### src/rtl/pdgc_pkg.sv
// Shared codes, constants and word types of the PD GoodCRC handshake engine.
`default_nettype none

package pdgc_pkg;

	// defaults of the top-level parameters
	localparam int MAX_PAYLOAD_DEF  = 260;
	localparam int BUFFER_BYTES_DEF = 512;

	// received packet: header plus CRC bytes
	localparam int RX_OVERHEAD = 2 + 4;
	localparam int TX_HDR_BYTES = 2;
	localparam int TX_LEN_MAX = 1023;
	localparam logic [4:0] CTRL_GOODCRC = 5'd1;

	localparam int QUEUE_DEPTH = 2;

	// configuration register indexes
	localparam int CFG_IDX_W = 2;
	localparam logic [CFG_IDX_W-1:0] CFG_POWER_ROLE = 2'd0;
	localparam logic [CFG_IDX_W-1:0] CFG_DATA_ROLE  = 2'd1;
	localparam logic [CFG_IDX_W-1:0] CFG_ACK_PRIME  = 2'd2;

	// event codes
	localparam logic [2:0] OP_RX         = 3'd0;
	localparam logic [2:0] OP_TX         = 3'd1;
	localparam logic [2:0] OP_TX_DONE    = 3'd2;
	localparam logic [2:0] OP_HARD_RESET = 3'd3;
	localparam logic [2:0] OP_FETCH      = 3'd4;

	// packet kinds on the wire side
	localparam logic [2:0] PKT_SOP   = 3'd0;
	localparam logic [2:0] PKT_SOPPP = 3'd2;
	localparam logic [2:0] PKT_HARD  = 3'd4;
	localparam logic [2:0] PKT_CABLE = 3'd5;

	// stored message kinds
	localparam logic [1:0] MSG_SOP     = 2'd0;
	localparam logic [1:0] MSG_INVALID = 2'd3;

	// transmit kinds
	localparam logic [2:0] TXK_SOP   = 3'd0;
	localparam logic [2:0] TXK_HARD  = 3'd3;
	localparam logic [2:0] TXK_CABLE = 3'd4;

	// alert codes
	localparam logic [2:0] ALERT_NONE       = 3'd0;
	localparam logic [2:0] ALERT_RX_OVF     = 3'd1;
	localparam logic [2:0] ALERT_MSG_STATUS = 3'd2;
	localparam logic [2:0] ALERT_TX_SUCCESS = 3'd3;
	localparam logic [2:0] ALERT_HARD_RESET = 3'd4;

	// error codes
	localparam logic [2:0] ERR_NONE      = 3'd0;
	localparam logic [2:0] ERR_BAD_LEN   = 3'd1;
	localparam logic [2:0] ERR_TX_BUSY   = 3'd2;
	localparam logic [2:0] ERR_NO_MSG    = 3'd3;
	localparam logic [2:0] ERR_GCRC_DROP = 3'd4;

	// classified event as it travels from the front to the back
	typedef struct packed {
		logic [2:0]  op;
		logic [15:0] hdr;
		logic        bad_len;
		logic        is_gcrc;
		logic [1:0]  skind;
		logic [8:0]  rx_len;
		logic [2:0]  tx_kind;
		logic        tx_crc;
		logic [9:0]  tx_total;
	} ev_t;

	// one result word
	typedef struct packed {
		logic [2:0]  alert;
		logic        start_tx;
		logic [2:0]  tx_kind;
		logic [15:0] tx_header;
		logic [9:0]  tx_total_len;
		logic        tx_crc_needed;
		logic        msg_valid;
		logic [1:0]  msg_kind;
		logic [15:0] msg_header;
		logic [8:0]  msg_length;
		logic [2:0]  error;
		logic        last;
	} res_t;

endpackage

`default_nettype wire

### src/rtl/pdgc_front.sv
// Front end: accepts events and classifies them into queue words.
`default_nettype none

module pdgc_front #(
	parameter int MAX_PAYLOAD  = pdgc_pkg::MAX_PAYLOAD_DEF,
	parameter int BUFFER_BYTES = pdgc_pkg::BUFFER_BYTES_DEF
) (
	input  wire logic        in_valid,
	output      logic        in_stall,
	input  wire logic [2:0]  op,
	input  wire logic [2:0]  packet_kind,
	input  wire logic [15:0] header_word,
	input  wire logic [9:0]  pkt_bytes,
	input  wire logic        q_full,
	output      logic        q_push,
	output      pdgc_pkg::ev_t q_word
);

	localparam int RX_MAX  = MAX_PAYLOAD + pdgc_pkg::RX_OVERHEAD;
	localparam int TX_CLIP = BUFFER_BYTES - 2;

	logic        op_known;
	logic [10:0] tx_len;
	logic [10:0] tx_sum;

	assign in_stall = q_full;

	// ops above fetch are taken and dropped
	always_comb begin
		case (op) inside
			[pdgc_pkg::OP_RX:pdgc_pkg::OP_FETCH]: op_known = 1'b1;
			default: op_known = 1'b0;
		endcase
	end

	assign q_push = in_valid && !q_full && op_known;

	assign tx_len = ({1'b0, pkt_bytes} > 11'(TX_CLIP)) ? 11'(TX_CLIP) : {1'b0, pkt_bytes};
	assign tx_sum = tx_len + 11'(pdgc_pkg::TX_HDR_BYTES);

	always_comb begin
		q_word.op      = op;
		q_word.hdr     = header_word;
		q_word.bad_len = (pkt_bytes < 10'(pdgc_pkg::RX_OVERHEAD)) ||
			({1'b0, pkt_bytes} > 11'(RX_MAX));
		q_word.is_gcrc = (header_word[15:12] == 4'd0) &&
			(header_word[4:0] == pdgc_pkg::CTRL_GOODCRC);
		q_word.skind   = (packet_kind <= pdgc_pkg::PKT_SOPPP) ? packet_kind[1:0]
			: pdgc_pkg::MSG_INVALID;
		q_word.rx_len  = 9'(pkt_bytes - 10'(pdgc_pkg::RX_OVERHEAD));
		q_word.tx_total = (tx_sum > 11'(pdgc_pkg::TX_LEN_MAX)) ? 10'(pdgc_pkg::TX_LEN_MAX)
			: tx_sum[9:0];
		case (packet_kind) inside
			[pdgc_pkg::PKT_SOP:pdgc_pkg::PKT_SOPPP]: begin
				q_word.tx_kind = packet_kind;
				q_word.tx_crc  = 1'b1;
			end
			pdgc_pkg::PKT_HARD: begin
				q_word.tx_kind = pdgc_pkg::TXK_HARD;
				q_word.tx_crc  = 1'b0;
			end
			pdgc_pkg::PKT_CABLE: begin
				q_word.tx_kind = pdgc_pkg::TXK_CABLE;
				q_word.tx_crc  = 1'b0;
			end
			default: begin
				q_word.tx_kind = pdgc_pkg::TXK_SOP;
				q_word.tx_crc  = 1'b1;
			end
		endcase
	end

endmodule

`default_nettype wire

### src/rtl/pdgc_queue.sv
// Short event queue between the classifying front and the executing back.
`default_nettype none

module pdgc_queue (
	input  wire logic          clk,
	input  wire logic          arst_n,
	input  wire logic          push,
	input  wire pdgc_pkg::ev_t push_word,
	input  wire logic          pop,
	output      logic          full,
	output      logic          nonempty,
	output      pdgc_pkg::ev_t head
);

	localparam int DEPTH = pdgc_pkg::QUEUE_DEPTH;
	localparam int PW    = (DEPTH > 1) ? $clog2(DEPTH) : 1;
	localparam int CW    = $clog2(DEPTH + 1);

	pdgc_pkg::ev_t    mem_q [DEPTH];
	logic [PW-1:0]    wr_q;
	logic [PW-1:0]    rd_q;
	logic [CW-1:0]    cnt_q;
	logic             do_push;
	logic             do_pop;

	assign full     = (cnt_q == CW'(DEPTH));
	assign nonempty = (cnt_q != '0);
	assign head     = mem_q[rd_q];
	assign do_push  = push && !full;
	assign do_pop   = pop && nonempty;

	always_ff @(posedge clk) begin
		if (do_push) begin
			mem_q[wr_q] <= push_word;
		end
	end

	always_ff @(posedge clk or negedge arst_n) begin
		if (!arst_n) begin
			wr_q  <= '0;
			rd_q  <= '0;
			cnt_q <= '0;
		end else begin
			if (do_push) begin
				wr_q <= (wr_q == PW'(DEPTH - 1)) ? '0 : wr_q + PW'(1);
			end
			if (do_pop) begin
				rd_q <= (rd_q == PW'(DEPTH - 1)) ? '0 : rd_q + PW'(1);
			end
			case ({do_push, do_pop})
				2'b10:   cnt_q <= cnt_q + CW'(1);
				2'b01:   cnt_q <= cnt_q - CW'(1);
				default: cnt_q <= cnt_q;
			endcase
		end
	end

endmodule

`default_nettype wire

### src/rtl/pdgc_back.sv
// Back end: protocol state, config registers, result expansion and output register.
`default_nettype none

module pdgc_back (
	input  wire logic          clk,
	input  wire logic          arst_n,
	input  wire logic          cfg_valid,
	output      logic          cfg_ready,
	input  wire logic [pdgc_pkg::CFG_IDX_W-1:0] cfg_index,
	input  wire logic          cfg_data,
	input  wire logic          q_nonempty,
	input  wire pdgc_pkg::ev_t q_head,
	output      logic          q_pop,
	input  wire logic          out_stall,
	output      logic          out_valid,
	output      pdgc_pkg::res_t out_word
);

	localparam int NSLOT = 3;

	logic power_role_q, data_role_q, ack_prime_q;
	logic tx_busy_q, tx_pending_q, sending_gcrc_q, expect_crc_q, rx_held_q, msg_ready_q;
	logic [1:0]  stored_kind_q;
	logic [15:0] stored_header_q;
	logic [8:0]  stored_length_q;

	logic tx_busy_d, tx_pending_d, sending_gcrc_d, expect_crc_d, rx_held_d, msg_ready_d;
	logic [1:0]  stored_kind_d;
	logic [15:0] stored_header_d;
	logic [8:0]  stored_length_d;

	pdgc_pkg::res_t slot_q [NSLOT];
	pdgc_pkg::res_t slot_d [NSLOT];
	logic [1:0] cnt_q, idx_q, cnt_d;

	pdgc_pkg::res_t out_q;
	logic           out_valid_q;
	logic           out_load;
	logic           draining;
	logic           ack_needed;
	logic [15:0]    gcrc_hdr;
	logic           is_sop;

	assign cfg_ready = 1'b1;

	always_ff @(posedge clk or negedge arst_n) begin
		if (!arst_n) begin
			power_role_q <= 1'b0;
			data_role_q  <= 1'b0;
			ack_prime_q  <= 1'b0;
		end else if (cfg_valid) begin
			case (cfg_index)
				pdgc_pkg::CFG_POWER_ROLE: power_role_q <= cfg_data;
				pdgc_pkg::CFG_DATA_ROLE:  data_role_q  <= cfg_data;
				pdgc_pkg::CFG_ACK_PRIME:  ack_prime_q  <= cfg_data;
				default: ;
			endcase
		end
	end

	// output register takes a word when empty or when its word leaves
	assign out_load = !out_valid_q || !out_stall;
	assign draining = (idx_q != cnt_q);
	assign q_pop    = q_nonempty &&
		((idx_q == cnt_q) || ((idx_q + 2'd1 == cnt_q) && out_load));

	assign is_sop     = (q_head.skind == pdgc_pkg::MSG_SOP);
	assign ack_needed = !q_head.is_gcrc && (q_head.skind != pdgc_pkg::MSG_INVALID) &&
		(is_sop || ack_prime_q);
	// roles only go into a GoodCRC for SOP
	assign gcrc_hdr   = {4'd0, q_head.hdr[11:9], is_sop & power_role_q, q_head.hdr[7:6],
		is_sop & data_role_q, pdgc_pkg::CTRL_GOODCRC};

	always_comb begin
		tx_busy_d       = tx_busy_q;
		tx_pending_d    = tx_pending_q;
		sending_gcrc_d  = sending_gcrc_q;
		expect_crc_d    = expect_crc_q;
		rx_held_d       = rx_held_q;
		msg_ready_d     = msg_ready_q;
		stored_kind_d   = stored_kind_q;
		stored_header_d = stored_header_q;
		stored_length_d = stored_length_q;
		cnt_d = 2'd0;
		for (int i = 0; i < NSLOT; i++) begin
			slot_d[i] = '0;
		end
		case (q_head.op)
			pdgc_pkg::OP_RX: begin
				if (q_head.bad_len) begin
					slot_d[0].error = pdgc_pkg::ERR_BAD_LEN;
					cnt_d = 2'd1;
				end else if (rx_held_q) begin
					slot_d[0].alert = pdgc_pkg::ALERT_RX_OVF;
					cnt_d = 2'd1;
				end else begin
					// unfetched message gets replaced
					if (msg_ready_q) begin
						slot_d[cnt_d].alert = pdgc_pkg::ALERT_RX_OVF;
						cnt_d = cnt_d + 2'd1;
					end
					stored_kind_d   = q_head.skind;
					stored_header_d = q_head.hdr;
					stored_length_d = q_head.rx_len;
					if (ack_needed) begin
						if (tx_busy_q) begin
							// no GoodCRC possible: drop the message
							msg_ready_d = 1'b0;
							slot_d[cnt_d].error = pdgc_pkg::ERR_GCRC_DROP;
							cnt_d = cnt_d + 2'd1;
						end else begin
							tx_busy_d      = 1'b1;
							tx_pending_d   = 1'b1;
							sending_gcrc_d = 1'b1;
							expect_crc_d   = 1'b1;
							rx_held_d      = 1'b1;
							slot_d[cnt_d].start_tx      = 1'b1;
							slot_d[cnt_d].tx_kind       = {1'b0, q_head.skind};
							slot_d[cnt_d].tx_header     = gcrc_hdr;
							slot_d[cnt_d].tx_total_len  = 10'(pdgc_pkg::TX_HDR_BYTES);
							slot_d[cnt_d].tx_crc_needed = 1'b1;
							cnt_d = cnt_d + 2'd1;
						end
					end else begin
						if (tx_pending_q && q_head.is_gcrc) begin
							tx_pending_d = 1'b0;
							tx_busy_d    = 1'b0;
							slot_d[cnt_d].alert = pdgc_pkg::ALERT_TX_SUCCESS;
							cnt_d = cnt_d + 2'd1;
						end
						msg_ready_d = 1'b1;
						slot_d[cnt_d].alert = pdgc_pkg::ALERT_MSG_STATUS;
						cnt_d = cnt_d + 2'd1;
					end
				end
			end
			pdgc_pkg::OP_TX: begin
				cnt_d = 2'd1;
				if (tx_busy_q) begin
					slot_d[0].error = pdgc_pkg::ERR_TX_BUSY;
				end else begin
					tx_busy_d      = 1'b1;
					tx_pending_d   = 1'b1;
					sending_gcrc_d = 1'b0;
					expect_crc_d   = q_head.tx_crc;
					slot_d[0].start_tx      = 1'b1;
					slot_d[0].tx_kind       = q_head.tx_kind;
					slot_d[0].tx_header     = q_head.hdr;
					slot_d[0].tx_total_len  = q_head.tx_total;
					slot_d[0].tx_crc_needed = q_head.tx_crc;
				end
			end
			pdgc_pkg::OP_TX_DONE: begin
				cnt_d = 2'd1;
				slot_d[0].alert = pdgc_pkg::ALERT_NONE;
				if (tx_busy_q) begin
					if (sending_gcrc_q) begin
						// GoodCRC out: release the held message
						sending_gcrc_d = 1'b0;
						tx_pending_d   = 1'b0;
						tx_busy_d      = 1'b0;
						msg_ready_d    = 1'b1;
						rx_held_d      = 1'b0;
						slot_d[0].alert = pdgc_pkg::ALERT_MSG_STATUS;
					end else if (!expect_crc_q) begin
						tx_pending_d = 1'b0;
						tx_busy_d    = 1'b0;
						slot_d[0].alert = pdgc_pkg::ALERT_TX_SUCCESS;
					end
				end
			end
			pdgc_pkg::OP_HARD_RESET: begin
				cnt_d = 2'd1;
				slot_d[0].alert = pdgc_pkg::ALERT_HARD_RESET;
			end
			pdgc_pkg::OP_FETCH: begin
				cnt_d = 2'd1;
				if (rx_held_q || !msg_ready_q) begin
					slot_d[0].error = pdgc_pkg::ERR_NO_MSG;
				end else begin
					msg_ready_d = 1'b0;
					slot_d[0].msg_valid  = 1'b1;
					slot_d[0].msg_kind   = stored_kind_q;
					slot_d[0].msg_header = stored_header_q;
					slot_d[0].msg_length = stored_length_q;
				end
			end
			default: cnt_d = 2'd0;
		endcase
		if (cnt_d != 2'd0) begin
			slot_d[cnt_d - 2'd1].last = 1'b1;
		end
	end

	always_ff @(posedge clk) begin
		if (q_pop) begin
			for (int i = 0; i < NSLOT; i++) begin
				slot_q[i] <= slot_d[i];
			end
		end
		if (out_load && draining) begin
			out_q <= slot_q[idx_q];
		end
	end

	always_ff @(posedge clk or negedge arst_n) begin
		if (!arst_n) begin
			tx_busy_q       <= 1'b0;
			tx_pending_q    <= 1'b0;
			sending_gcrc_q  <= 1'b0;
			expect_crc_q    <= 1'b0;
			rx_held_q       <= 1'b0;
			msg_ready_q     <= 1'b0;
			stored_kind_q   <= '0;
			stored_header_q <= '0;
			stored_length_q <= '0;
			cnt_q           <= 2'd0;
			idx_q           <= 2'd0;
			out_valid_q     <= 1'b0;
		end else begin
			if (out_load) begin
				out_valid_q <= draining;
			end
			if (q_pop) begin
				tx_busy_q       <= tx_busy_d;
				tx_pending_q    <= tx_pending_d;
				sending_gcrc_q  <= sending_gcrc_d;
				expect_crc_q    <= expect_crc_d;
				rx_held_q       <= rx_held_d;
				msg_ready_q     <= msg_ready_d;
				stored_kind_q   <= stored_kind_d;
				stored_header_q <= stored_header_d;
				stored_length_q <= stored_length_d;
				cnt_q           <= cnt_d;
				idx_q           <= 2'd0;
			end else if (out_load && draining) begin
				idx_q <= idx_q + 2'd1;
			end
		end
	end

	assign out_valid = out_valid_q;
	assign out_word  = out_q;

	a_idx_bound: assert property (@(posedge clk) disable iff (!arst_n)
		idx_q <= cnt_q)
		else $error("result index ran past result count");

	a_gcrc_holds: assert property (@(posedge clk) disable iff (!arst_n)
		sending_gcrc_q |-> (tx_busy_q && rx_held_q))
		else $error("GoodCRC in flight without busy transmitter and held message");

	a_pop_gives_words: assert property (@(posedge clk) disable iff (!arst_n)
		q_pop |=> (cnt_q != 2'd0))
		else $error("event popped without producing a result");

	a_pop_when_free: assert property (@(posedge clk) disable iff (!arst_n)
		q_pop |-> (!draining || (idx_q + 2'd1 == cnt_q && out_load)))
		else $error("event popped over undelivered results");

endmodule

`default_nettype wire

### src/rtl/pd_goodcrc_handshake_engine_top.sv
// Top level of the PD GoodCRC handshake engine.
// Input channel: in_valid/in_stall carry one event word (op, packet_kind,
// header_word, pkt_bytes); a word is taken when in_valid is high and
// in_stall low. Events classify in the front and wait in a two-entry queue.
// Output channel: out_valid/out_stall carry result words; each event gives
// one to three words, the final one flagged by last. Op codes above fetch
// are taken and give no words.
// The first word of an event passes through the queue, the result slots and
// the output register; further words of the same event follow one per cycle
// while out_stall is low, as do the words of following events, so one event
// a cycle for events with a single word, set by the single output register.
// Config: cfg_valid/cfg_ready with cfg_index and cfg_data, always ready;
// write only while no event is in flight.
// Reset clears all protocol state and config to zero and empties the queue.
// A stalled output holds its word; the queue then fills and in_stall rises.
`default_nettype none

module pd_goodcrc_handshake_engine_top #(
	parameter int MAX_PAYLOAD  = pdgc_pkg::MAX_PAYLOAD_DEF,
	parameter int BUFFER_BYTES = pdgc_pkg::BUFFER_BYTES_DEF
) (
	input  wire logic        clk,
	input  wire logic        arst_n,
	input  wire logic        cfg_valid,
	output      logic        cfg_ready,
	input  wire logic [pdgc_pkg::CFG_IDX_W-1:0] cfg_index,
	input  wire logic        cfg_data,
	input  wire logic        in_valid,
	output      logic        in_stall,
	input  wire logic [2:0]  op,
	input  wire logic [2:0]  packet_kind,
	input  wire logic [15:0] header_word,
	input  wire logic [9:0]  pkt_bytes,
	output      logic        out_valid,
	input  wire logic        out_stall,
	output      logic [2:0]  alert,
	output      logic        start_tx,
	output      logic [2:0]  tx_kind,
	output      logic [15:0] tx_header,
	output      logic [9:0]  tx_total_len,
	output      logic        tx_crc_needed,
	output      logic        msg_valid,
	output      logic [1:0]  msg_kind,
	output      logic [15:0] msg_header,
	output      logic [8:0]  msg_length,
	output      logic [2:0]  error,
	output      logic        last
);

	pdgc_pkg::ev_t  push_word;
	pdgc_pkg::ev_t  head;
	pdgc_pkg::res_t res;
	logic push, pop, full, nonempty;

	pdgc_front #(
		.MAX_PAYLOAD  (MAX_PAYLOAD),
		.BUFFER_BYTES (BUFFER_BYTES)
	) u_front (
		.in_valid    (in_valid),
		.in_stall    (in_stall),
		.op          (op),
		.packet_kind (packet_kind),
		.header_word (header_word),
		.pkt_bytes   (pkt_bytes),
		.q_full      (full),
		.q_push      (push),
		.q_word      (push_word)
	);

	pdgc_queue u_queue (
		.clk       (clk),
		.arst_n    (arst_n),
		.push      (push),
		.push_word (push_word),
		.pop       (pop),
		.full      (full),
		.nonempty  (nonempty),
		.head      (head)
	);

	pdgc_back u_back (
		.clk        (clk),
		.arst_n     (arst_n),
		.cfg_valid  (cfg_valid),
		.cfg_ready  (cfg_ready),
		.cfg_index  (cfg_index),
		.cfg_data   (cfg_data),
		.q_nonempty (nonempty),
		.q_head     (head),
		.q_pop      (pop),
		.out_stall  (out_stall),
		.out_valid  (out_valid),
		.out_word   (res)
	);

	assign alert         = res.alert;
	assign start_tx      = res.start_tx;
	assign tx_kind       = res.tx_kind;
	assign tx_header     = res.tx_header;
	assign tx_total_len  = res.tx_total_len;
	assign tx_crc_needed = res.tx_crc_needed;
	assign msg_valid     = res.msg_valid;
	assign msg_kind      = res.msg_kind;
	assign msg_header    = res.msg_header;
	assign msg_length    = res.msg_length;
	assign error         = res.error;
	assign last          = res.last;

endmodule

`default_nettype wire
### config.mk
export PLATFORM = sky130hd
export DESIGN_NAME = pd_goodcrc_handshake_engine_top
export DESIGN_NICKNAME = d
export VERILOG_FILES = /design/src/rtl/pdgc_pkg.sv /design/src/rtl/pdgc_front.sv /design/src/rtl/pdgc_queue.sv /design/src/rtl/pdgc_back.sv /design/src/rtl/pd_goodcrc_handshake_engine_top.sv
export SDC_FILE = /design/constraint.sdc
export NUM_CORES = 1
export LEC_CHECK = 0
export ABC_AREA = 1
export BUFFER_PORTS_ARGS = -buffer_cell sky130_fd_sc_hd__buf_2
export CORE_ASPECT_RATIO = 1.2
export CORE_UTILIZATION = 50
export CTS_CLUSTER_DIAMETER = 200
export DETAILED_ROUTE_END_ITERATION = 6
export PLACE_DENSITY = 0.79
export SKIP_CTS_REPAIR_TIMING = 1
export SLEW_MARGIN = 20
export SYNTH_ARGS = -nofsm -noshare
export SYNTH_HDL_FRONTEND = slang
export SYNTH_HIERARCHICAL = 1
export SYNTH_SLANG_ARGS = --single-unit
### constraint.sdc
create_clock -name clk -period 6.7 [get_ports clk]
set_input_delay 1.34 -clock clk [delete_from_list [all_inputs] [get_ports clk]]
set_output_delay 1.34 -clock clk [all_outputs]
set_load 0.005 [all_outputs]
==> results of run 1 <==
[synth_stat cells (all sizes together) (4+ instances only)]
| library cell | n |
|---|---|
| inv | 135 |
| xor2 | 8 |
| nand4 | 6 |
| xnor2 | 4 |
| nor3 | 4 |
| a21oi | 13 |
| buf | 48 |
| nor2 | 138 |
| edfxtp | 240 |
| nand2 | 356 |
| clkbuf | 11 |
| o21ai | 57 |
| nand3 | 35 |
| dfrtp | 45 |
| ha | 10 |
[placed cells by master, fill, tap and decap left out, drive strengths merged]
master / netlist / layout
clkinv: 1 / 10
a21o: 1 / 1
or2: 1 / 1
o211ai: 2 / 2
nor4: 2 / 2
a31oi: 1 / 1
nor3: 4 / 4
nand4: 6 / 6
inv: 135 / 135
dfrtp: 45 / 45
nor2: 138 / 138
bufinv: 0 / 2
nand3: 35 / 35
o21a: 1 / 1
o32ai: 1 / 1
xor2: 8 / 8
a21oi: 13 / 13
conb: 1 / 1
o41ai: 1 / 1
edfxtp: 240 / 240
o21bai: 2 / 2
o22ai: 2 / 2
xnor2: 4 / 4
ha: 10 / 10
buf: 48 / 114
o21ai: 57 / 57
nand2: 356 / 356
clkbuf: 11 / 36
[sequential cells by signal (all words and copies together), names as in the netlist, 2 cells and up]
register                count
u_back/stored_header_q     16
u_back/idx_q                2
u_back/cnt_q                2
u_back/stored_kind_q        2
u_queue/cnt_q               2
u_back/out_word            66
u_back/slot_q              82
u_back/stored_length_q      9
u_queue/mem_q              92
[area by class of cell]
cell class,instances,area [sq um]
Clock buffer,36,718.2
Clock inverter,11,112.6
Fill cell,1957,10320
Inverter,136,513.0
Multi-Input combinational cell,646,2985
Sequential cell,285,8333
Tap cell,320,400.4
Timing Repair Buffer,114,590.6
[per-layer routing]
metal,wire [microns],part of all wire [%]
met2,11030,48
met3,1517,6.6
met5,0,0
met1,9516,42
met4,759,3.3
[power groups by stage]
stage          sequential [W]  clock (W)  combinational [W]
2_1_floorplan         0.00318          0            0.00150
3_3_place_gp          0.00319          0            0.00209
3_5_place_dp          0.00320          0            0.00215
4_1_cts               0.00317    0.00146            0.00217
5_1_grt               0.00324    0.00152            0.00244
6_report              0.00317    0.00143            0.00216
[how the worst min path moves through the flow]
stage                                    startpoint  cells past startpoint                   endpoint  slack (ns)
after floorplan                    u_queue/cnt_q[1]                      2           u_queue/cnt_q[1]        0.44
after global routing      u_back/stored_length_q[7]                      2  u_back/stored_length_q[7]        0.50
after global placement    u_back/stored_length_q[5]                      2  u_back/stored_length_q[5]        0.45
after detailed placement  u_back/stored_length_q[8]                      2  u_back/stored_length_q[8]        0.46
final                     u_back/stored_length_q[7]                      2  u_back/stored_length_q[7]        0.47
after CTS                 u_back/stored_length_q[5]                      2  u_back/stored_length_q[5]        0.48
[cell families after synthesis]
kind of cell | count (synthesis)
buffers and inverters | 195
AOI/OAI and AO/OA | 81
other | 1
and+or+nand+nor | 542
DFF | 285
adders and majority gates | 10
xor gates and xnor gates | 12
[worst max-delay path: stages, from the launching register on]
cell and delay [ns]:
sky130_fd_sc_hd__dfrtp_1 0.68, sky130_fd_sc_hd__inv_2 0.31, sky130_fd_sc_hd__ha_1 0.39, sky130_fd_sc_hd__inv_1 0.07, sky130_fd_sc_hd__nand2_1 0.05, sky130_fd_sc_hd__nand2_1 0.05
sky130_fd_sc_hd__nand3_1 0.08, sky130_fd_sc_hd__nand2_2 0.12, sky130_fd_sc_hd__nand2_4 0.09, sky130_fd_sc_hd__inv_4 0.41, sky130_fd_sc_hd__buf_4 0.65
[through the flow]
stage	power, W	hold slack [ns]	util [%]	cell area, sq um
after floorplan	0.004678	0.4417	-	12230
after global placement	0.005280	0.4538	53.48	12820
after detailed placement	0.005353	0.4608	53.48	12820
after CTS	0.006796	0.4786	56.95	13650
after global routing	0.007195	0.5019	56.96	13650
final	0.006752	0.4729	56.96	13650
==> tab_implementation.tex, run 1 <==
\begin{tabular}{lr}
\hline
Metric & Value \\
\hline
\multicolumn{2}{l}{\textbf{Synthesis}} \\
Combined area of all synthesized cells & between 0.01 and 0.015 sq mm \\
Synth Register Bits & between 200 and 300 \\
Cell type contributing the most total cell area after synthesis & sky130\_fd\_sc\_hd\_\_edfxtp\_1 \\
Post-Synth Adder-Cell Area & under 10\% \\
Area share of the largest cell type after synthesis & 58.91\% \\
Post-synth top flop & sky130\_fd\_sc\_hd\_\_edfxtp\_1 \\
Total nets after synthesis & 1176 \\
Fraction of the yosys area taken by sequential cells & between 60\% and 70\% \\
Simple-gate area share of the yosys netlist & between 10\% and 20\% \\
Count of flip-flops with a built-in enable after synthesis & 240 \\
Multiplexer fraction of the synthesized cell area & 0\% \\
Share of flip-flops with an asynchronous set or reset & 15.79\% \\
Post-Synthesis Mean Instance Area & between 10 and 15 sq um \\
Count of warnings emitted by yosys & 6 \\
Dominant combinational cell family by area after synthesis & simple AND/OR/NAND/NOR gates \\
Distinct cell type count of the synthesized netlist & 44 \\
Fraction of the mapped netlist area in compound gates & about 4.2\% \\
Post-Synth XOR/XNOR Area & 0.8592\% \\
Number of standard cells after synthesis & 1126 \\
Top area cells in the synthesized netlist & sky130\_fd\_sc\_hd\_\_edfxtp\_1, sky130\_fd\_sc\_hd\_\_nand2\_1, sky130\_fd\_sc\_hd\_\_dfrtp\_1, sky130\_fd\_sc\_hd\_\_nor2\_1, sky130\_fd\_sc\_hd\_\_inv\_1 \\
\multicolumn{2}{l}{\textbf{STA}} \\
Minimum setup slack in the final design & 3.382 ns \\
Final setup violation count & 0 \\
Setup repair after global routing missed its margin & no \\
Ratio of final minimum period to clock period & between 40\% and 50\% \\
Fmax & approximately 300 MHz \\
Final hold violation count & 0 \\
Fin Clk Skew & 0.02065 ns \\
Accumulated negative setup slack & 0 ns \\
Time the worst path needs with I/O delays and setup & 3.318 ns \\
Max-slew violation count & 0 \\
Slew Limit Headroom & 35.27\% \\
Transition time at the pin with the least slew margin & just under 1 ns \\
\multicolumn{2}{l}{\textbf{Power and ir drop}} \\
Internal power & roughly 0.0043 W \\
Logic pwr share & 31.9\% \\
Pwr dens & 494.5 mW/mm\^{}2 \\
Clock Power Share & 21.2\% \\
Peak VDD IR & 0.3019 mV \\
Switching portion of total power & 35.73\% \\
Net switching power & 0.002412 W \\
Static leakage power & 6.107 nW \\
Relative contribution of sequential cells to total power & between 40\% and 50\% \\
\multicolumn{2}{l}{\textbf{Routing}} \\
Wirelength per Cell & 14.74 microns \\
Ratio of routed vias to standard cells & 4.915 \\
DRC errors left & 0 \\
Number of antenna-violating nets in the routed design & 0 \\
Total wire length after detailed routing & 22.82 mm \\
Number of DRC markers in iteration 0 & 600 \\
Detailed-routing iteration count for the pre-antenna-repair pass & 5 \\
Detailed-route via count & 7608 \\
\multicolumn{2}{l}{\textbf{Place}} \\
Post-Place Setup Slack & between 3 and 4 ns \\
Placer's final routability congestion estimate & $\sim$0.9 \\
I/O Buffers & between 100 and 150 \\
Detailed-placement wirelength estimate & 15.57 mm \\
Number of cells in the design after placement & roughly 1.5k \\
\multicolumn{2}{l}{\textbf{Critical path}} \\
Reg2reg path depth & 10 \\
Crit. End Element & flip-flop \\
Worst setup path class & reg -> reg \\
Register-to-register path setup slack & between 3 and 4 ns \\
Req. time, crit path & 6.86 ns \\
Worst setup path startpoint & u\_back/idx\_q[0] \\
Worst setup path end & u\_back/slot\_q[1][3] \\
Capture instance of the worst register-to-register path & u\_back/slot\_q[1][3] \\
Critical register-to-register path startpoint & u\_back/idx\_q[0] \\
Largest driver fanout on the critical path & 54 \\
CP startpoint kind & flip-flop \\
Arr. time, crit path & 3.48 ns \\
\multicolumn{2}{l}{\textbf{Run status}} \\
Status & completed \\
\multicolumn{2}{l}{\textbf{Finish}} \\
Antenna fix cells & 0 \\
Fraction of layout instances using a drive strength above 1 & between 10\% and 20\% \\
Net total in the final layout & around 1.3k \\
Finished Layout Cells & 1548 \\
Synth-to-Final Area Change & 11.61\% \\
\multicolumn{2}{l}{\textbf{CTS}} \\
Maximum count of clock buffers along a single path & 3 \\
CTS Buf Count & 26 \\
Total number of clock tree sinks & 285 \\
Clock tree from TritonCTS & done \\
Root Buffer Master & sky130\_fd\_sc\_hd\_\_clkbuf\_16 \\
Clock input transition at the sequential cells of the worst setup and hold paths & 0.06 ns \\
Number of H-tree levels & 1 \\
Clock Latency Late Sink & 0.54 ns \\
\multicolumn{2}{l}{\textbf{Die}} \\
Core Box Area & 0.02397 sq mm \\
Number of top-level design ports & $\sim$110 \\
Die Span Y & 173.3 microns \\
Die area & 0.02510 sq mm \\
Die X & $\sim$140 microns \\
Site row count & 62 \\
Initial Util & around half \\
\multicolumn{2}{l}{\textbf{GRT}} \\
Total global routing overflow & 0 \\
Grt peak-use layer & met2 \\
GR Layer Usage met2 & 30.29\% \\
Global routing met1 resource utilization & 24.90\% \\
Met3 Track Usage GR & 2.873\% \\
Pin count of the biggest net entering global routing & slightly below 70 \\
Number of antenna violations at the first check in global routing & 0 \\
Vias in the first global route & about 7.1k \\
GRT Resource Usage Total & 18.54\% \\
Wire length of the first global-routing pass & 36.16 mm \\
\multicolumn{2}{l}{\textbf{Job}} \\
Max\_cap viols & 0 \\
\multicolumn{2}{l}{\textbf{Hold path}} \\
Path category of the worst min-delay check & reg -> reg \\
\hline
\end{tabular}
(Power assumes the default switching activity.)
==> run 2, diff against run 1 <==
ABC_AREA = 0   (was 1)
PLACE_DENSITY = 0.82   (was 0.79)
clock period = 3 ns   (was 6.7 ns; I/O delays follow)
==> run 2 against run 1 <==
Effect of this change:
- register-to-register slack worse by 3.1 ns
- die area is 1.1% lower
- critical path depth is 5 lower
- sequential share of layout area is 0.12 points lower
- power is 120% higher
- synthesized area is 1.1% lower
- via count is 17% lower
- wire length is 7.8% lower
- fmax is 24% higher
- highest routed layer unchanged
==> tab_implementation.tex, run 2 <==
\begin{tabular}{lr}
\hline
Metric & Value \\
\hline
\multicolumn{2}{l}{\textbf{Run status}} \\
Status & completed \\
\multicolumn{2}{l}{\textbf{Routing}} \\
Wirelength per Cell & 17.35 microns (+18\%) \\
Detailed-route via count & 6293 (-17\%) \\
Routed length on met2 & 10.87 mm (-1.4\%) \\
Total wire length after detailed routing & 21.04 mm (-7.8\%) \\
DRC errors left & 0 (unchanged) \\
Routed length on met1 & 8.260 mm (-13\%) \\
Number of DRC markers in iteration 0 & 492 (-18\%) \\
Met3 Routed Length & 1.307 mm (-14\%) \\
Highest metal used & met4 \\
Ratio of routed vias to standard cells & 5.188 (+5.6\%) \\
Number of antenna-violating nets in the routed design & 0 (unchanged) \\
Detailed-routing iteration count for the pre-antenna-repair pass & 5 (unchanged) \\
\multicolumn{2}{l}{\textbf{Critical path}} \\
Worst setup path class & reg -> reg \\
Reg2reg path depth & 5 (-5) \\
Critical register-to-register path startpoint & u\_queue/rd\_q \\
Arr. time, crit path & 3.09 ns (-0.39 ns) \\
CP startpoint kind & flip-flop \\
Crit. End Element & flip-flop \\
Req. time, crit path & 3.41 ns (-3.45 ns) \\
Capture instance of the worst register-to-register path & u\_back/stored\_length\_q[4] \\
Largest driver fanout on the critical path & 27 (-50\%) \\
Register-to-register path setup slack & 0.32 ns (-3.06 ns) \\
\multicolumn{2}{l}{\textbf{Synthesis}} \\
Count of warnings emitted by yosys & 6 (unchanged) \\
Total nets after synthesis & 827 (-30\%) \\
Post-Synthesis Mean Instance Area & 15.57 sq um (+43\%) \\
Count of flip-flops with a built-in enable after synthesis & 240 (unchanged) \\
Share of flip-flops with an asynchronous set or reset & 15.79\% (unchanged) \\
Number of standard cells after synthesis & 777 (-31\%) \\
Combined area of all synthesized cells & 0.01209 sq mm (-1.1\%) \\
Post-synth top flop & sky130\_fd\_sc\_hd\_\_edfxtp\_1 \\
Top area cells in the synthesized netlist & sky130\_fd\_sc\_hd\_\_edfxtp\_1, sky130\_fd\_sc\_hd\_\_dfrtp\_1, sky130\_fd\_sc\_hd\_\_mux2\_4, sky130\_fd\_sc\_hd\_\_and2\_1, sky130\_fd\_sc\_hd\_\_mux2\_2 \\
Most numerous cell in the Yosys netlist & sky130\_fd\_sc\_hd\_\_edfxtp\_1 \\
Distinct cell type count of the synthesized netlist & 64 (+45\%) \\
Synth Register Bits & 285 (unchanged) \\
Cell type contributing the most total cell area after synthesis & sky130\_fd\_sc\_hd\_\_edfxtp\_1 \\
Fraction of the yosys area taken by sequential cells & 68.90\% (+0.78 points) \\
Commonest cells post-synth & sky130\_fd\_sc\_hd\_\_edfxtp\_1, sky130\_fd\_sc\_hd\_\_and2\_1, sky130\_fd\_sc\_hd\_\_mux2\_4, sky130\_fd\_sc\_hd\_\_dfrtp\_1, sky130\_fd\_sc\_hd\_\_nor2\_1 \\
Area share of the largest cell type after synthesis & 59.59\% (+0.68 points) \\
\multicolumn{2}{l}{\textbf{STA}} \\
Fin Clk Skew & 0.008068 ns (-0.01258 ns) \\
Final hold violation count & 0 (unchanged) \\
Transition time at the pin with the least slew margin & 0.6298 ns (-0.3388 ns) \\
Minimum setup slack in the final design & 0.3210 ns (-3.061 ns) \\
Setup repair after global routing missed its margin & no \\
Fmax & 373.3 MHz (+24\%) \\
Max-slew violation count & 0 (unchanged) \\
Ratio of final minimum period to clock period & 89.30\% (+40 points) \\
Slew Limit Headroom & 57.62\% (+22 points) \\
Time the worst path needs with I/O delays and setup & 2.679 ns (-0.6390 ns) \\
Accumulated negative setup slack & 0 ns (unchanged) \\
Final setup violation count & 0 (unchanged) \\
\multicolumn{2}{l}{\textbf{CTS}} \\
Clock input transition at the sequential cells of the worst setup and hold paths & 0.06 ns (about the same) \\
Clock Latency Late Sink & 0.53 ns (about the same) \\
Maximum count of clock buffers along a single path & 3 (unchanged) \\
Total number of clock tree sinks & 285 (unchanged) \\
CTS Buf Count & 26 (unchanged) \\
Clock tree from TritonCTS & done \\
Root Buffer Master & sky130\_fd\_sc\_hd\_\_clkbuf\_16 \\
Number of H-tree levels & 1 (unchanged) \\
\multicolumn{2}{l}{\textbf{Place}} \\
Detailed-placement wirelength estimate & 13.88 mm (-11\%) \\
Placer's final routability congestion estimate & 0.8414 (-9.3\%) \\
Post-Place Setup Slack & 0.3250 ns (-3.032 ns) \\
I/O Buffers & 107 (unchanged) \\
Number of cells in the design after placement & 1162 (-23\%) \\
\multicolumn{2}{l}{\textbf{Hold path}} \\
Path category of the worst min-delay check & in -> async \\
\multicolumn{2}{l}{\textbf{Finish}} \\
Share of the core filled with cells & 57.45\% (+0.49 points) \\
Area of the multi-input gates & 0.003318 sq mm (+11\%) \\
Finished Layout Cells & 1213 (-22\%) \\
Top library cells by usage in the layout, fill and taps aside & sky130\_fd\_sc\_hd\_\_edfxtp\_1, sky130\_fd\_sc\_hd\_\_buf\_2, sky130\_fd\_sc\_hd\_\_and2\_1 \\
Fraction of layout instances using a drive strength above 1 & 29.66\% (+13 points) \\
Storage element area & 0.008334 sq mm (about the same) \\
Fillers & 1777 (-9.2\%) \\
Synth-to-Final Area Change & 13.13\% \\
Biggest register & u\_queue/mem\_q \\
Commonest non-fill, non-tap cell in the layout & sky130\_fd\_sc\_hd\_\_edfxtp\_1 \\
Net total in the final layout & 920 (-27\%) \\
Number of flip-flops in the largest register & 92 (unchanged) \\
\multicolumn{2}{l}{\textbf{Die}} \\
Site row count & 62 (unchanged) \\
Die X & 144.0 microns (-0.56\%) \\
Die area & 0.02482 sq mm (-1.1\%) \\
Core Box Area & 0.02382 sq mm (-0.65\%) \\
Number of top-level design ports & 109 (unchanged) \\
Initial Util & 50.78\% (-0.25 points) \\
Die Span Y & 172.4 microns (-0.56\%) \\
\multicolumn{2}{l}{\textbf{GRT}} \\
GRT Resource Usage Total & 17.71\% (-0.82 points) \\
Number of antenna violations at the first check in global routing & 3 (+3) \\
Total global routing overflow & 0 (unchanged) \\
Pin count of the biggest net entering global routing & 83 (+22\%) \\
Wire length of the first global-routing pass & 33.24 mm (-8.1\%) \\
Vias in the first global route & 6269 (-12\%) \\
\multicolumn{2}{l}{\textbf{Power and ir drop}} \\
Pwr dens & 1070 mW/mm\^{}2 (+120\%) \\
Total power of the final layout & 0.01464 W (+120\%) \\
Static leakage power & 5.306 nW (-13\%) \\
Peak VDD IR & 0.6561 mV (+120\%) \\
\multicolumn{2}{l}{\textbf{Job}} \\
Max\_cap viols & 0 (unchanged) \\
\hline
\end{tabular}
run 2: changes by cell type in the layout (fill, tap and decap cells not counted), moves of 8 or more:
cell	change
sky130_fd_sc_hd__a21oi_1	+8
sky130_fd_sc_hd__and2_1	+107
sky130_fd_sc_hd__inv_1	-109
sky130_fd_sc_hd__inv_2	-8
sky130_fd_sc_hd__mux2_2	+29
sky130_fd_sc_hd__mux2_4	+50
sky130_fd_sc_hd__mux2i_1	+15
sky130_fd_sc_hd__nand2_1	-324
sky130_fd_sc_hd__nand3_1	-27
sky130_fd_sc_hd__nor2_1	-89
sky130_fd_sc_hd__o21ai_0	-25
sky130_fd_sc_hd__o21ai_2	-19
run 2: worst max-delay path by stage:
stage / startpoint / end / slack [ns] / depth (start not counted)
after floorplan: u_back/idx_q[1] / u_queue/cnt_q[1] / 0.16 / 11
after global placement: u_queue/rd_q / u_back/stored_length_q[2] / 0.38 / 5
after detailed placement: u_queue/rd_q / u_back/stored_length_q[1] / 0.33 / 5
after CTS: u_queue/rd_q / u_back/stored_length_q[4] / 0.32 / 5
after global routing: u_queue/rd_q / u_back/stored_length_q[4] / 0.22 / 5
final: u_queue/rd_q / u_back/stored_length_q[4] / 0.32 / 5
run 2: cell families after synthesis:
logic type	Yosys count	synth area share (%)
flops	285	68.90
simple gates	225	10.72
mux	95	10.24
buf+inv	75	3.962
compound gates	68	3.807
xor+xnor	18	1.304
fa+ha+maj	10	1.035
other cells	1	0.03101
run 2: where the power goes:
group          switching (W)  leakage, nW  internal, W
Clock                0.00136        0.406      0.00179
Sequential          0.000572         2.87      0.00650
Combinational        0.00250         2.03      0.00192
Total                0.00443         5.31       0.0102
run 2: stage by stage:
stage / cell area [sq um] / hold slack [ns]
floorplan: 12110 / 0.3044
CTS: 13670 / 0.09848
global placement: 12850 / 0.4746
global route: 13680 / 0.1137
detailed placement: 12850 / 0.4882
finish: 13680 / 0.08432
run 2: cell type report:
type                    count  share of cell area (%)
repair buffers            123                   5.341
diodes                      3                 0.05487
flip-flops and latches    285                   60.91
clock inverters            12                  0.7224
inverters                  17                  0.4664
multi-input cells         417                   24.25
clock buffers              36                   5.322
well taps                 320                   2.926
run 2: layer usage:
layer  GRT usage (%)  vias to the layer above
met1           20.88                     3077
met2           31.91                      190
li1                -                     2982
met4           6.429                        0
met3           3.434                       44
met5               0                        -
run 2: worst max-delay path, stage by stage (launching register included):
cell and delay (ns):
sky130_fd_sc_hd__dfrtp_2 0.53, sky130_fd_sc_hd__mux2_4 0.43, sky130_fd_sc_hd__or4_4 0.55, sky130_fd_sc_hd__nor2_4 0.14, sky130_fd_sc_hd__and2_4 0.48, sky130_fd_sc_hd__mux2_2 0.40
==> run 3, diff against run 2 <==
CORE_ASPECT_RATIO = 0.7   (was 1.2)
==> run 3 against run 2 <==
Effect of this change:
- die area hardly changed
- final area is 0.29% higher
- flip-flop and latch count stayed put
- fmax is 1.9% lower
- register-to-register slack worse by 0.05 ns
- count of clock-buffer cells in the layout is 4 lower
- wire length is 1.3% higher
- critical path type unchanged
- largest power group unchanged
- first-iteration DRC count is 12% lower
- largest cell class unchanged
==> tab_implementation.tex, run 3 (synthesis gave the netlist of run 2 again) <==
\begin{tabular}{lr}
\hline
Metric & Value \\
\hline
\multicolumn{2}{l}{\textbf{Routing}} \\
Detailed-route via count & 6315 (+0.35\%) \\
DRC errors left & 0 (unchanged) \\
Wirelength per Cell & 17.57 microns (+1.3\%) \\
Detailed-routing iteration count for the pre-antenna-repair pass & 5 (unchanged) \\
Number of antenna-violating nets in the routed design & 0 (unchanged) \\
Number of DRC markers in iteration 0 & 435 (-12\%) \\
Ratio of routed vias to standard cells & 5.202 (+0.27\%) \\
Total wire length after detailed routing & 21.32 mm (+1.3\%) \\
\multicolumn{2}{l}{\textbf{STA}} \\
Slew Limit Headroom & 51.55\% (-6.1 points) \\
Setup repair after global routing missed its margin & no \\
Transition time at the pin with the least slew margin & 0.7268 ns (+0.09696 ns) \\
Ratio of final minimum period to clock period & 91.05\% (+1.7 points) \\
Fin Clk Skew & 0.01160 ns (+0.003528 ns) \\
Final setup violation count & 0 (unchanged) \\
Fmax & 366.1 MHz (-1.9\%) \\
Final hold violation count & 0 (unchanged) \\
Time the worst path needs with I/O delays and setup & 2.731 ns (+0.05244 ns) \\
Accumulated negative setup slack & 0 ns (unchanged) \\
Max-slew violation count & 0 (unchanged) \\
\multicolumn{2}{l}{\textbf{Die}} \\
Core Box Area & 0.02370 sq mm (-0.49\%) \\
Die X & 187.9 microns (+31\%) \\
Die area & 0.02482 sq mm (about the same) \\
Initial Util & 51.03\% (+0.25 points) \\
Site row count & 47 (-24\%) \\
Die Span Y & 132.1 microns (-23\%) \\
Number of top-level design ports & 109 (unchanged) \\
\multicolumn{2}{l}{\textbf{Critical path}} \\
Critical Path, Cell by Cell & mux2\_4 -> or4\_4 -> nor2\_4 -> and2\_4 -> mux2\_2 \\
Largest driver fanout on the critical path & 27 (unchanged) \\
Critical path's largest stage delay & 0.55 ns (about the same) \\
Crit. End Element & flip-flop \\
CP startpoint kind & flip-flop \\
Arr. time, crit path & 3.14 ns (+0.05 ns) \\
Req. time, crit path & 3.40 ns (about the same) \\
Slowest stage cell, crit path & sky130\_fd\_sc\_hd\_\_dfrtp\_2 \\
Worst setup path class & reg -> reg \\
\multicolumn{2}{l}{\textbf{Finish}} \\
Antenna fix cells & 0 (-3) \\
Area of the multi-input gates & 0.003318 sq mm (unchanged) \\
Commonest non-fill, non-tap cell in the layout & sky130\_fd\_sc\_hd\_\_edfxtp\_1 \\
Top library cells by usage in the layout, fill and taps aside & sky130\_fd\_sc\_hd\_\_edfxtp\_1, sky130\_fd\_sc\_hd\_\_buf\_2, sky130\_fd\_sc\_hd\_\_and2\_1 \\
Number of flip-flops in the largest register & 92 (unchanged) \\
Storage element area & 0.008334 sq mm (unchanged) \\
Finished Layout Cells & 1214 (+0.082\%) \\
Fillers & 1802 (+1.4\%) \\
Net total in the final layout & 926 (+0.65\%) \\
Fraction of layout instances using a drive strength above 1 & 30.25\% (+0.58 points) \\
Synth-to-Final Area Change & 13.46\% \\
Final design area excluding fillers & 0.01372 sq mm (+0.29\%) \\
Biggest register & u\_queue/mem\_q \\
\multicolumn{2}{l}{\textbf{Place}} \\
Area of placed instances & 0.01284 sq mm (about the same) \\
Number of cells in the design after placement & 1165 (+0.26\%) \\
I/O Buffers & 107 (unchanged) \\
Detailed-placement wirelength estimate & 14.56 mm (+4.9\%) \\
Placer's final routability congestion estimate & 0.8255 (-1.9\%) \\
\multicolumn{2}{l}{\textbf{CTS}} \\
Clock input transition at the sequential cells of the worst setup and hold paths & 0.06 ns (about the same) \\
Clock Latency Late Sink & 0.52 ns (about the same) \\
Clock tree from TritonCTS & done \\
Root Buffer Master & sky130\_fd\_sc\_hd\_\_clkbuf\_16 \\
Number of H-tree levels & 1 (unchanged) \\
CTS Buf Count & 27 (+3.8\%) \\
Total number of clock tree sinks & 285 (unchanged) \\
Maximum count of clock buffers along a single path & 3 (unchanged) \\
\multicolumn{2}{l}{\textbf{GRT}} \\
Vias in the first global route & 6199 (-1.1\%) \\
GR Layer Usage met2 & 26.89\% (-5.0 points) \\
Pin count of the biggest net entering global routing & 49 (-41\%) \\
Number of antenna violations at the first check in global routing & 0 (-3) \\
GRT Resource Usage Total & 17.57\% (-0.14 points) \\
Wire length of the first global-routing pass & 33.75 mm (+1.6\%) \\
Global routing met1 resource utilization & 26.26\% (+5.4 points) \\
Grt peak-use layer & met2 \\
Met3 Track Usage GR & 3.034\% (-0.40 points) \\
Total global routing overflow & 0 (unchanged) \\
\multicolumn{2}{l}{\textbf{Power and ir drop}} \\
Static leakage power & 5.343 nW (+0.69\%) \\
Pwr dens & 1082 mW/mm\^{}2 (+1.1\%) \\
Peak VDD IR & 0.5637 mV (-14\%) \\
\multicolumn{2}{l}{\textbf{Hold path}} \\
Path category of the worst min-delay check & in -> async \\
\multicolumn{2}{l}{\textbf{Run status}} \\
Status & completed \\
\multicolumn{2}{l}{\textbf{Job}} \\
Max\_cap viols & 0 (unchanged) \\
\hline
\end{tabular}
run 3: cell types whose count changed in the layout (fill, tap and decap cells not counted), moves of 2 or more:
cell                        before  now
sky130_fd_sc_hd__buf_4          10   18
sky130_fd_sc_hd__buf_12          6    3
sky130_fd_sc_hd__clkbuf_1        6    3
sky130_fd_sc_hd__diode_2         3    0
sky130_fd_sc_hd__bufinv_16       1    3
sky130_fd_sc_hd__clkbuf_8        4    2
sky130_fd_sc_hd__clkinv_1        3    5
run 3: routing by layer:
layer / part of all wire (%) / vias up
li1: - / 2999
met1: 48 / 3085
met2: 44 / 196
met3: 5.6 / 35
met4: 2.3 / 0
met5: 0 / -
run 3: cell type report:
cell class / instances / area share, %
flip-flops and latches: 285 / 60.74
multi-input cells: 417 / 24.18
repair buffers: 128 / 5.325
clock buffers: 32 / 5.207
well taps: 318 / 2.900
clock inverters: 17 / 1.185
inverters: 17 / 0.4650
run 3: per-stage QoR:
stage / power [W] / utilization (%) / setup WS, ns / hold WS (ns)
finish: 0.01484 / 57.90 / 0.2685 / 0.1296
CTS: 0.01500 / 57.90 / 0.2847 / 0.1605
detailed placement: 0.01164 / 54.20 / 0.2795 / 0.4858
global placement: 0.01149 / 54.20 / 0.3570 / 0.4808
floorplan: 0.01008 / - / 0.1570 / 0.3044
global route: 0.01569 / 57.90 / 0.2047 / 0.1751
run 3: power breakdown:
group          switching [W]  internal (W)  leakage (nW)  total [W]
Combinational        0.00256       0.00192          2.05    0.00448
Clock                0.00138       0.00195         0.429    0.00333
Sequential          0.000531       0.00650          2.87    0.00703
Total                0.00447        0.0104          5.34     0.0148
run 3: worst max-delay path: cells and delay by family, from the launching register on:
| family | cells | cell delay (ns) |
|---|---|---|
| flip-flops | 1 | 0.55 |
| AND/OR/NAND/NOR | 3 | 1.21 |
| multiplexers | 2 | 0.84 |
run 3: final timing paths:
path / from / end / slack, ns / cells past startpoint
max: u_queue/rd_q / u_back/stored_length_q[0] / 0.27 / 5
min in group clk: header_word[6] / u_queue/mem_q[1][33] / 0.28 / 1
max reg2reg: u_queue/rd_q / u_back/stored_length_q[0] / 0.27 / 5
min reg2reg: u_queue/cnt_q[1] / u_queue/cnt_q[1] / 0.50 / 1
min: arst_n / u_queue/wr_q / 0.13 / 1
max in group asynchronous: arst_n / u_back/stored_header_q[12] / 2.21 / 2
